==> src/sv/rectangle_subtract_assert.svh <==
// Assertion macros used by the rectangle subtract serializer.
`ifndef RECTANGLE_SUBTRACT_ASSERT_SVH
`define RECTANGLE_SUBTRACT_ASSERT_SVH

// Same-cycle implication, disabled during reset.
`define RS_ASSERT_IMP(lbl, clk, rst_n, ante, cons) \
  lbl: assert property (@(posedge clk) disable iff (!rst_n) (ante) |-> (cons)) \
    else $error("rectangle_subtract: assertion failed");

// Next-cycle implication, disabled during reset.
`define RS_ASSERT_NXT(lbl, clk, rst_n, ante, cons) \
  lbl: assert property (@(posedge clk) disable iff (!rst_n) (ante) |=> (cons)) \
    else $error("rectangle_subtract: assertion failed");

`endif

==> src/sv/rect_sub_pkg.sv <==
// Types shared by the rectangle subtract pipeline.
`timescale 1ns / 1ps

package rect_sub_pkg;

  typedef enum logic [2:0] {
    KindWhole = 3'd0,
    KindLeft  = 3'd1,
    KindRight = 3'd2,
    KindLower = 3'd3,
    KindUpper = 3'd4
  } piece_kind_e;

  typedef struct packed {
    logic empty;
    logic upper;
    logic lower;
    logic right;
    logic left;
    logic whole;
  } piece_mask_t;

endpackage

==> src/sv/rectangle_subtract.sv <==
// Rectangle subtract: top level with input and compare stages.
//
// Usage: each input transaction on in_valid_i/in_ready_o carries rectangles A
// and B. The block returns the parts of A outside B as one to four result
// transactions on out_valid_o/out_ready_i, in the order left, right, lower,
// upper strip; A comes back whole when the rectangles do not overlap, and a
// single result with empty_res_o set when B covers A. last_o marks the final
// result of each input.
// Path: input stage, compare stage, piece serializer and output register;
// pieces after the first follow one per cycle while out_ready_i is high.
// Throughput: one input per cycle when each yields one result; an input with
// several pieces holds the serializer until its last piece leaves, so the rate
// is set by the number of pieces emitted through the single output register.
// Reset: rst_ni clears all valid bits; the pipeline starts empty.
// Stall: when out_ready_i is low the output register holds its result and
// the stages behind it fill and then drop in_ready_o; nothing is lost.
`timescale 1ns / 1ps

module rectangle_subtract import rect_sub_pkg::*; #(
  parameter int unsigned CoordWidth = 32
) (
  input  logic                         clk_i,
  input  logic                         rst_ni,
  input  logic                         in_valid_i,
  output logic                         in_ready_o,
  input  logic signed [CoordWidth-1:0] a_x1_i,
  input  logic signed [CoordWidth-1:0] a_y1_i,
  input  logic signed [CoordWidth-1:0] a_x2_i,
  input  logic signed [CoordWidth-1:0] a_y2_i,
  input  logic signed [CoordWidth-1:0] b_x1_i,
  input  logic signed [CoordWidth-1:0] b_y1_i,
  input  logic signed [CoordWidth-1:0] b_x2_i,
  input  logic signed [CoordWidth-1:0] b_y2_i,
  output logic                         out_valid_o,
  input  logic                         out_ready_i,
  output logic signed [CoordWidth-1:0] out_x1_o,
  output logic signed [CoordWidth-1:0] out_y1_o,
  output logic signed [CoordWidth-1:0] out_x2_o,
  output logic signed [CoordWidth-1:0] out_y2_o,
  output logic [2:0]                   piece_kind_o,
  output logic                         empty_res_o,
  output logic                         last_o
);

  logic                         s1_valid_q, s1_valid_d;
  logic signed [CoordWidth-1:0] s1_ax1_q, s1_ay1_q, s1_ax2_q, s1_ay2_q;
  logic signed [CoordWidth-1:0] s1_bx1_q, s1_by1_q, s1_bx2_q, s1_by2_q;

  logic                         s2_valid_q, s2_valid_d;
  piece_mask_t                  s2_mask_q, s2_mask_d;
  logic signed [CoordWidth-1:0] s2_ax1_q, s2_ay1_q, s2_ax2_q, s2_ay2_q;
  logic signed [CoordWidth-1:0] s2_bx1_q, s2_by1_q, s2_bx2_q, s2_by2_q;
  logic signed [CoordWidth-1:0] s2_cx1_q, s2_cx2_q, s2_cx1_d, s2_cx2_d;

  logic ser_ready;
  logic s2_ready;
  logic s1_ready;
  logic s1_load;
  logic s2_load;
  logic overlap, lf, rt, lo, up;

  assign s2_ready   = !s2_valid_q || ser_ready;
  assign s1_ready   = !s1_valid_q || s2_ready;
  assign in_ready_o = s1_ready;
  assign s1_load    = in_valid_i && s1_ready;
  assign s2_load    = s1_valid_q && s2_ready;

  always_comb begin
    overlap = (s1_ax1_q < s1_bx2_q) && (s1_bx1_q < s1_ax2_q) &&
              (s1_ay1_q < s1_by2_q) && (s1_by1_q < s1_ay2_q);
    lf = s1_ax1_q < s1_bx1_q;
    rt = s1_bx2_q < s1_ax2_q;
    lo = s1_ay1_q < s1_by1_q;
    up = s1_by2_q < s1_ay2_q;
    s2_mask_d.whole = !overlap;
    s2_mask_d.left  = overlap && lf;
    s2_mask_d.right = overlap && rt;
    s2_mask_d.lower = overlap && lo;
    s2_mask_d.upper = overlap && up;
    s2_mask_d.empty = overlap && !(lf || rt || lo || up);
    s2_cx1_d = lf ? s1_bx1_q : s1_ax1_q;
    s2_cx2_d = rt ? s1_bx2_q : s1_ax2_q;
    s1_valid_d = s1_ready ? in_valid_i : s1_valid_q;
    s2_valid_d = s2_ready ? s1_valid_q : s2_valid_q;
  end

  always_ff @(posedge clk_i or negedge rst_ni) begin
    if (!rst_ni) begin
      s1_valid_q <= 1'b0;
      s2_valid_q <= 1'b0;
    end else begin
      s1_valid_q <= s1_valid_d;
      s2_valid_q <= s2_valid_d;
    end
  end

  always_ff @(posedge clk_i) begin
    if (s1_load) begin
      s1_ax1_q <= a_x1_i; s1_ay1_q <= a_y1_i; s1_ax2_q <= a_x2_i; s1_ay2_q <= a_y2_i;
      s1_bx1_q <= b_x1_i; s1_by1_q <= b_y1_i; s1_bx2_q <= b_x2_i; s1_by2_q <= b_y2_i;
    end
    if (s2_load) begin
      s2_mask_q <= s2_mask_d;
      s2_ax1_q  <= s1_ax1_q; s2_ay1_q <= s1_ay1_q;
      s2_ax2_q  <= s1_ax2_q; s2_ay2_q <= s1_ay2_q;
      s2_bx1_q  <= s1_bx1_q; s2_by1_q <= s1_by1_q;
      s2_bx2_q  <= s1_bx2_q; s2_by2_q <= s1_by2_q;
      s2_cx1_q  <= s2_cx1_d; s2_cx2_q <= s2_cx2_d;
    end
  end

  rect_sub_serializer #(
    .CoordWidth(CoordWidth)
  ) u_serializer (
    .clk_i       (clk_i),
    .rst_ni      (rst_ni),
    .in_valid_i  (s2_valid_q),
    .in_ready_o  (ser_ready),
    .mask_i      (s2_mask_q),
    .ax1_i       (s2_ax1_q),
    .ay1_i       (s2_ay1_q),
    .ax2_i       (s2_ax2_q),
    .ay2_i       (s2_ay2_q),
    .bx1_i       (s2_bx1_q),
    .by1_i       (s2_by1_q),
    .bx2_i       (s2_bx2_q),
    .by2_i       (s2_by2_q),
    .cx1_i       (s2_cx1_q),
    .cx2_i       (s2_cx2_q),
    .out_valid_o (out_valid_o),
    .out_ready_i (out_ready_i),
    .out_x1_o    (out_x1_o),
    .out_y1_o    (out_y1_o),
    .out_x2_o    (out_x2_o),
    .out_y2_o    (out_y2_o),
    .piece_kind_o(piece_kind_o),
    .empty_res_o (empty_res_o),
    .last_o      (last_o)
  );

endmodule

==> src/sv/rect_sub_serializer.sv <==
// Piece serializer and output register of the rectangle subtract pipeline.
`timescale 1ns / 1ps
`include "rectangle_subtract_assert.svh"

module rect_sub_serializer import rect_sub_pkg::*; #(
  parameter int unsigned CoordWidth = 32
) (
  input  logic                         clk_i,
  input  logic                         rst_ni,
  input  logic                         in_valid_i,
  output logic                         in_ready_o,
  input  piece_mask_t                  mask_i,
  input  logic signed [CoordWidth-1:0] ax1_i,
  input  logic signed [CoordWidth-1:0] ay1_i,
  input  logic signed [CoordWidth-1:0] ax2_i,
  input  logic signed [CoordWidth-1:0] ay2_i,
  input  logic signed [CoordWidth-1:0] bx1_i,
  input  logic signed [CoordWidth-1:0] by1_i,
  input  logic signed [CoordWidth-1:0] bx2_i,
  input  logic signed [CoordWidth-1:0] by2_i,
  input  logic signed [CoordWidth-1:0] cx1_i,
  input  logic signed [CoordWidth-1:0] cx2_i,
  output logic                         out_valid_o,
  input  logic                         out_ready_i,
  output logic signed [CoordWidth-1:0] out_x1_o,
  output logic signed [CoordWidth-1:0] out_y1_o,
  output logic signed [CoordWidth-1:0] out_x2_o,
  output logic signed [CoordWidth-1:0] out_y2_o,
  output logic [2:0]                   piece_kind_o,
  output logic                         empty_res_o,
  output logic                         last_o
);

  logic                         ser_valid_q, ser_valid_d;
  piece_mask_t                  ser_mask_q, ser_mask_d;
  logic signed [CoordWidth-1:0] ax1_q, ay1_q, ax2_q, ay2_q;
  logic signed [CoordWidth-1:0] bx1_q, by1_q, bx2_q, by2_q;
  logic signed [CoordWidth-1:0] cx1_q, cx2_q;

  logic                         out_valid_q, out_valid_d;
  logic signed [CoordWidth-1:0] ox1_q, oy1_q, ox2_q, oy2_q;
  logic signed [CoordWidth-1:0] ox1_d, oy1_d, ox2_d, oy2_d;
  piece_kind_e                  kind_q, kind_d;
  logic                         empty_q, empty_d;
  logic                         last_q;

  piece_mask_t mask_rem;
  logic        out_load_ok;
  logic        emit;
  logic        ser_last;
  logic        ser_free;
  logic        load;

  assign out_load_ok = !out_valid_q || out_ready_i;
  assign emit        = ser_valid_q && out_load_ok;

  always_comb begin
    mask_rem = ser_mask_q;
    ox1_d    = '0;
    oy1_d    = '0;
    ox2_d    = '0;
    oy2_d    = '0;
    kind_d   = KindWhole;
    empty_d  = 1'b0;
    priority if (ser_mask_q.whole) begin
      mask_rem.whole = 1'b0;
      ox1_d = ax1_q; oy1_d = ay1_q; ox2_d = ax2_q; oy2_d = ay2_q;
    end else if (ser_mask_q.left) begin
      mask_rem.left = 1'b0;
      kind_d = KindLeft;
      ox1_d = ax1_q; oy1_d = ay1_q; ox2_d = bx1_q; oy2_d = ay2_q;
    end else if (ser_mask_q.right) begin
      mask_rem.right = 1'b0;
      kind_d = KindRight;
      ox1_d = bx2_q; oy1_d = ay1_q; ox2_d = ax2_q; oy2_d = ay2_q;
    end else if (ser_mask_q.lower) begin
      mask_rem.lower = 1'b0;
      kind_d = KindLower;
      ox1_d = cx1_q; oy1_d = ay1_q; ox2_d = cx2_q; oy2_d = by1_q;
    end else if (ser_mask_q.upper) begin
      mask_rem.upper = 1'b0;
      kind_d = KindUpper;
      ox1_d = cx1_q; oy1_d = by2_q; ox2_d = cx2_q; oy2_d = ay2_q;
    end else begin
      mask_rem.empty = 1'b0;
      empty_d = 1'b1;
    end
  end

  assign ser_last   = (mask_rem == '0);
  assign ser_free   = !ser_valid_q || (emit && ser_last);
  assign in_ready_o = ser_free;
  assign load       = ser_free && in_valid_i;

  always_comb begin
    ser_valid_d = ser_free ? in_valid_i : ser_valid_q;
    ser_mask_d  = ser_mask_q;
    if (load) begin
      ser_mask_d = mask_i;
    end else if (emit) begin
      ser_mask_d = mask_rem;
    end
    out_valid_d = emit ? 1'b1 : (out_ready_i ? 1'b0 : out_valid_q);
  end

  always_ff @(posedge clk_i or negedge rst_ni) begin
    if (!rst_ni) begin
      ser_valid_q <= 1'b0;
      ser_mask_q  <= '0;
      out_valid_q <= 1'b0;
    end else begin
      ser_valid_q <= ser_valid_d;
      ser_mask_q  <= ser_mask_d;
      out_valid_q <= out_valid_d;
    end
  end

  always_ff @(posedge clk_i) begin
    if (load) begin
      ax1_q <= ax1_i; ay1_q <= ay1_i; ax2_q <= ax2_i; ay2_q <= ay2_i;
      bx1_q <= bx1_i; by1_q <= by1_i; bx2_q <= bx2_i; by2_q <= by2_i;
      cx1_q <= cx1_i; cx2_q <= cx2_i;
    end
    if (emit) begin
      ox1_q   <= ox1_d;
      oy1_q   <= oy1_d;
      ox2_q   <= ox2_d;
      oy2_q   <= oy2_d;
      kind_q  <= kind_d;
      empty_q <= empty_d;
      last_q  <= ser_last;
    end
  end

  assign out_valid_o  = out_valid_q;
  assign out_x1_o     = ox1_q;
  assign out_y1_o     = oy1_q;
  assign out_x2_o     = ox2_q;
  assign out_y2_o     = oy2_q;
  assign piece_kind_o = kind_q;
  assign empty_res_o  = empty_q;
  assign last_o       = last_q;

  `RS_ASSERT_IMP(a_mask_live, clk_i, rst_ni, ser_valid_q, ser_mask_q != '0)
  `RS_ASSERT_IMP(a_whole_alone, clk_i, rst_ni, ser_valid_q && ser_mask_q.whole,
                 ser_mask_q == piece_mask_t'(6'b000001))
  `RS_ASSERT_NXT(a_ser_hold, clk_i, rst_ni, ser_valid_q && !emit,
                 ser_valid_q && $stable(ser_mask_q))
  `RS_ASSERT_IMP(a_empty_last, clk_i, rst_ni, out_valid_q && empty_q, last_q)

endmodule
==> config.mk <==
export PLATFORM = sky130hd
export DESIGN_NAME = rectangle_subtract
export DESIGN_NICKNAME = d
export VERILOG_FILES = /design/src/sv/rect_sub_pkg.sv /design/src/sv/rectangle_subtract.sv /design/src/sv/rect_sub_serializer.sv
export VERILOG_INCLUDE_DIRS = /design/src /design/src/sv
export SDC_FILE = /design/constraint.sdc
export NUM_CORES = 1
export LEC_CHECK = 0
export BUFFER_PORTS_ARGS = -buffer_cell sky130_fd_sc_hd__buf_2
export CORE_ASPECT_RATIO = 1.25
export CORE_MARGIN = 2
export CORE_UTILIZATION = 50
export CTS_CLUSTER_SIZE = 24
export DETAILED_ROUTE_END_ITERATION = 10
export PLACE_DENSITY = 0.77
export REMOVE_ABC_BUFFERS = 1
export SYNTH_ARGS = -nofsm -noshare
export SYNTH_HDL_FRONTEND = slang
export SYNTH_HIERARCHICAL = 1
export SYNTH_SLANG_ARGS = --single-unit
==> constraint.sdc <==
create_clock -name clk_i -period 29.7 [get_ports clk_i]
set_input_delay 5.94 -clock clk_i [delete_from_list [all_inputs] [get_ports clk_i]]
set_output_delay 5.94 -clock clk_i [all_outputs]
set_load 0.05 [all_outputs]
==> impl_metrics.csv <==
group,metric,value,unit
clock_network,insertion_delay,0.66,ns
setup_path,r2r-start,"u_serializer/ser_mask_q[2]$_DFFE_PN0P_",
synth,async_reset_ff_share,0.9569,%
sta,timing.fmax,0.07537,GHz
global_routing,use_met2,38.26,%
placement,dp_cells,3730,
final_layout,drive_above_1_share,20.68,%
flow_run,maxCapViolations,0,
setup_path,critPathSlowestCell,"nand3b_1",
synth,ys_ff_latch,1045,
final_layout,regArea,31330,um^2
clock_network,post_cts_buffers,0,
final_layout,layout_common_cells,"edfxtp_1, buf_2, ha_1, inv_1, nand2_1",
clock_network,clock_sinks,1045,
power_and_ir_drop,vdd_ir_drop_max,0.1881,mV
setup_path,worstPathMaxFanout,4,
min_path,min_path_cells,0,
final_layout,final_common_cell,"edfxtp_1",
routing,detail_route.wl_per_cell,23.12,um
synth,ys_top_cells_by_area,"edfxtp_1, ha_1, inv_1",
global_routing,grt_max_degree,193,
synth,netlist-cell-type-count,68,
clock_network,cts-resized-gates,0,
synth,avgSynthCellArea,17.52,um^2
routing,drcViolationCount,0,
clock_network,cts_tree,"built",
setup_path,critical_path_class,"input port to output pin",
routing,drt_iter0_drc,1698,
global_routing,track_usage,21.65,%
routing,dr.pass1.iters,5,
sta,rsz0062_at_grt,"false",
routing,vias,21430,
setup_path,crit_path_end_kind,"output pin",
sta,worst_clock_skew,0.03111,ns
placement,post-place-ws,16.50,ns
global_routing,grt_pass1_vias,22070,
global_routing,use_met3,3.680,%
sta,finalHoldViolCount,0,
synth,syn_inst,2298,
setup_path,cp.arrival,7.33,ns
setup_path,cpMostUsedCell,"buf_2",
min_path,hp-class,"flop to flop",
routing,drt_wl_total,90380,um
clock_network,hold_buffers,0,
setup_path,cp_slowest_stage_delay,0.28,ns
routing,routed_via_density,5.480,
die,io_pins,395,
clock_network,cts_buffer_depth,3,
sta,relSlewSlack,16.90,%
power_and_ir_drop,powerDensity,131.2,nW/um^2
die,core,79970,um^2
sta,fin_crit_sh,44.67,%
final_layout,multiInputGateArea,7880,um^2
final_layout,fin_area,46600,um^2
setup_path,cp_cell_sequence,"buf_2 -> nand2b_1 -> o2111ai_1 -> nand3_1 -> nand3b_1 -> buf_2",
final_layout,finish.utilization,58.27,%
sta,worst_slew_pin_slew,1.247,ns
placement,hpwl,63340,um
final_layout,layout.nets,3275,
synth,synth_ff_type,"edfxtp_1",
final_layout,nFillCells,5957,
clock_network,numCtsBuffers,97,
placement,place_congestion,0.9381,
synth,synth.yosys.warnings,6,
global_routing,grt_pass1_wl,132000,um
global_routing,grt-ovfl-total,0,
final_layout,fin_cells,3910,
synth,synth_edf_count,1035,
setup_path,r2r_slack,24.64,ns
routing,ant_nets,0,
global_routing,antenna_found_initial,6,
min_path,min_to,"u_serializer/bx2_q[0]$_DFFE_PP_",
synth,yosysSeqAreaShare,77.81,%
setup_path,rr_endpoint,"u_serializer/ay1_q[3]$_DFFE_PP_",
synth,synth_top_area_cell,"edfxtp_1",
placement,place_area,43550,um^2
die,die_w,257.8,um
die,die_area,82830,um^2
clock_network,clk_pin_slew,0.06,ns
die,rows,116,
setup_path,r2r_cells,7,
synth,synth_top_area_share,77.19,%
sta,drv_slew,0,
placement,place.port_buffers,394,
run_status,outcome,"finished, final reports clean",
sta,finalSetupViolations,0,
global_routing,met1_usage,25.96,%
clock_network,cts-root-buf,"clkbuf_16",
setup_path,cp_top_family,"simple AND/OR/NAND/NOR gates",
sta,fin_tns_setup,0,ns
sta,setup_ws,16.43,ns
global_routing,busiest_layer,"met2",
die,die_h,321.3,um
final_layout,syn_to_final_growth,15.74,%
setup_path,worst-path-buf-inv,2,
power_and_ir_drop,leakage,18.18,nW
sta,min_period,13.27,ns
setup_path,worstSetupStartpointType,"input port",
min_path,hold_start,"s2_bx2_q[0]$_DFFE_PP_",
die,start_util,50.35,%
clock_network,htreeDepth,3,
synth,syn_area,40260,um^2
setup_path,required,23.76,ns
[worst register-to-register path, cell delays in order, from the launching register on]
cell and delay [ns]:
dfrtp_1 0.36, buf_4 0.30, a2111oi_2 0.52, o211ai_2 0.19, a31oi_4 1.01, buf_4 0.71, buf_4 0.67, buf_4 0.83
[how the worst max path moves through the flow]
stage / cells after the start / from / slack (ns) / endpoint
after floorplan: 5 / out_ready_i / 15.05 / s2_ax1_q[0]$_DFFE_PP_
after global placement: 6 / out_ready_i / 16.49 / in_ready_o
after detailed placement: 6 / out_ready_i / 16.50 / in_ready_o
after CTS: 6 / out_ready_i / 16.47 / in_ready_o
after global routing: 6 / out_ready_i / 16.39 / in_ready_o
final: 6 / out_ready_i / 16.43 / in_ready_o
[power by group]
| part | total, W | internal, W | switching (W) |
|---|---|---|---|
| clock network | 0.00119 | 0.000659 | 0.000529 |
| registers | 0.00304 | 0.00274 | 0.000297 |
| logic | 0.00189 | 0.000492 | 0.00140 |
[cell type report]
type	instances	share of cell area, %
Clock buffer	122	5.498
Inverter	227	1.839
Multi-Input combinational cell	979	16.91
Timing Repair Buffer	417	4.629
Antenna cell	4	0.02148
Tap cell	1062	2.851
Clock inverter	54	1.026
Sequential cell	1045	67.23
[through the flow]
step / hold WS (ns) / power, W
2_1_floorplan: 0.4003 / 0.004445
3_3_place_gp: 0.4000 / 0.004860
3_5_place_dp: 0.4045 / 0.004958
4_1_cts: 0.4037 / 0.006158
5_1_grt: 0.4148 / 0.006420
6_report: 0.3974 / 0.006115
[Yosys cell counts, drive strengths merged, types with 10 or more instances]
cell type  count
a211oi        15
and3          22
o21ai         82
nand2b        12
a22o          56
nand2        102
ha           248
a221oi        18
inv          227
edfxtp      1035
clkbuf        27
a21oi         77
a221o         21
and4          10
mux2i         32
a222oi        32
nand4         28
a21o          34
nor2          78
buf           20
nor3          15
dfrtp         10
[routing by layer]
layer  wire (um)  share of wire [%]
met5          19              0.021
met4        4029                4.5
met3        6073                6.7
met2       46490                 51
met1       33770                 37
[logic make-up (layout without fill, tap and decap cells)]
group | after synthesis | after routing | synth area share, %
simple gates | 302 | 302 | 3.639
mux | 40 | 40 | 1.057
buf+inv | 274 | 820 | 2.725
fa+ha+maj | 248 | 248 | 7.706
flops | 1045 | 1045 | 77.81
other cells | 0 | 4 | 0
compound gates | 389 | 389 | 7.063
Power figures use the tool's default switching activity.
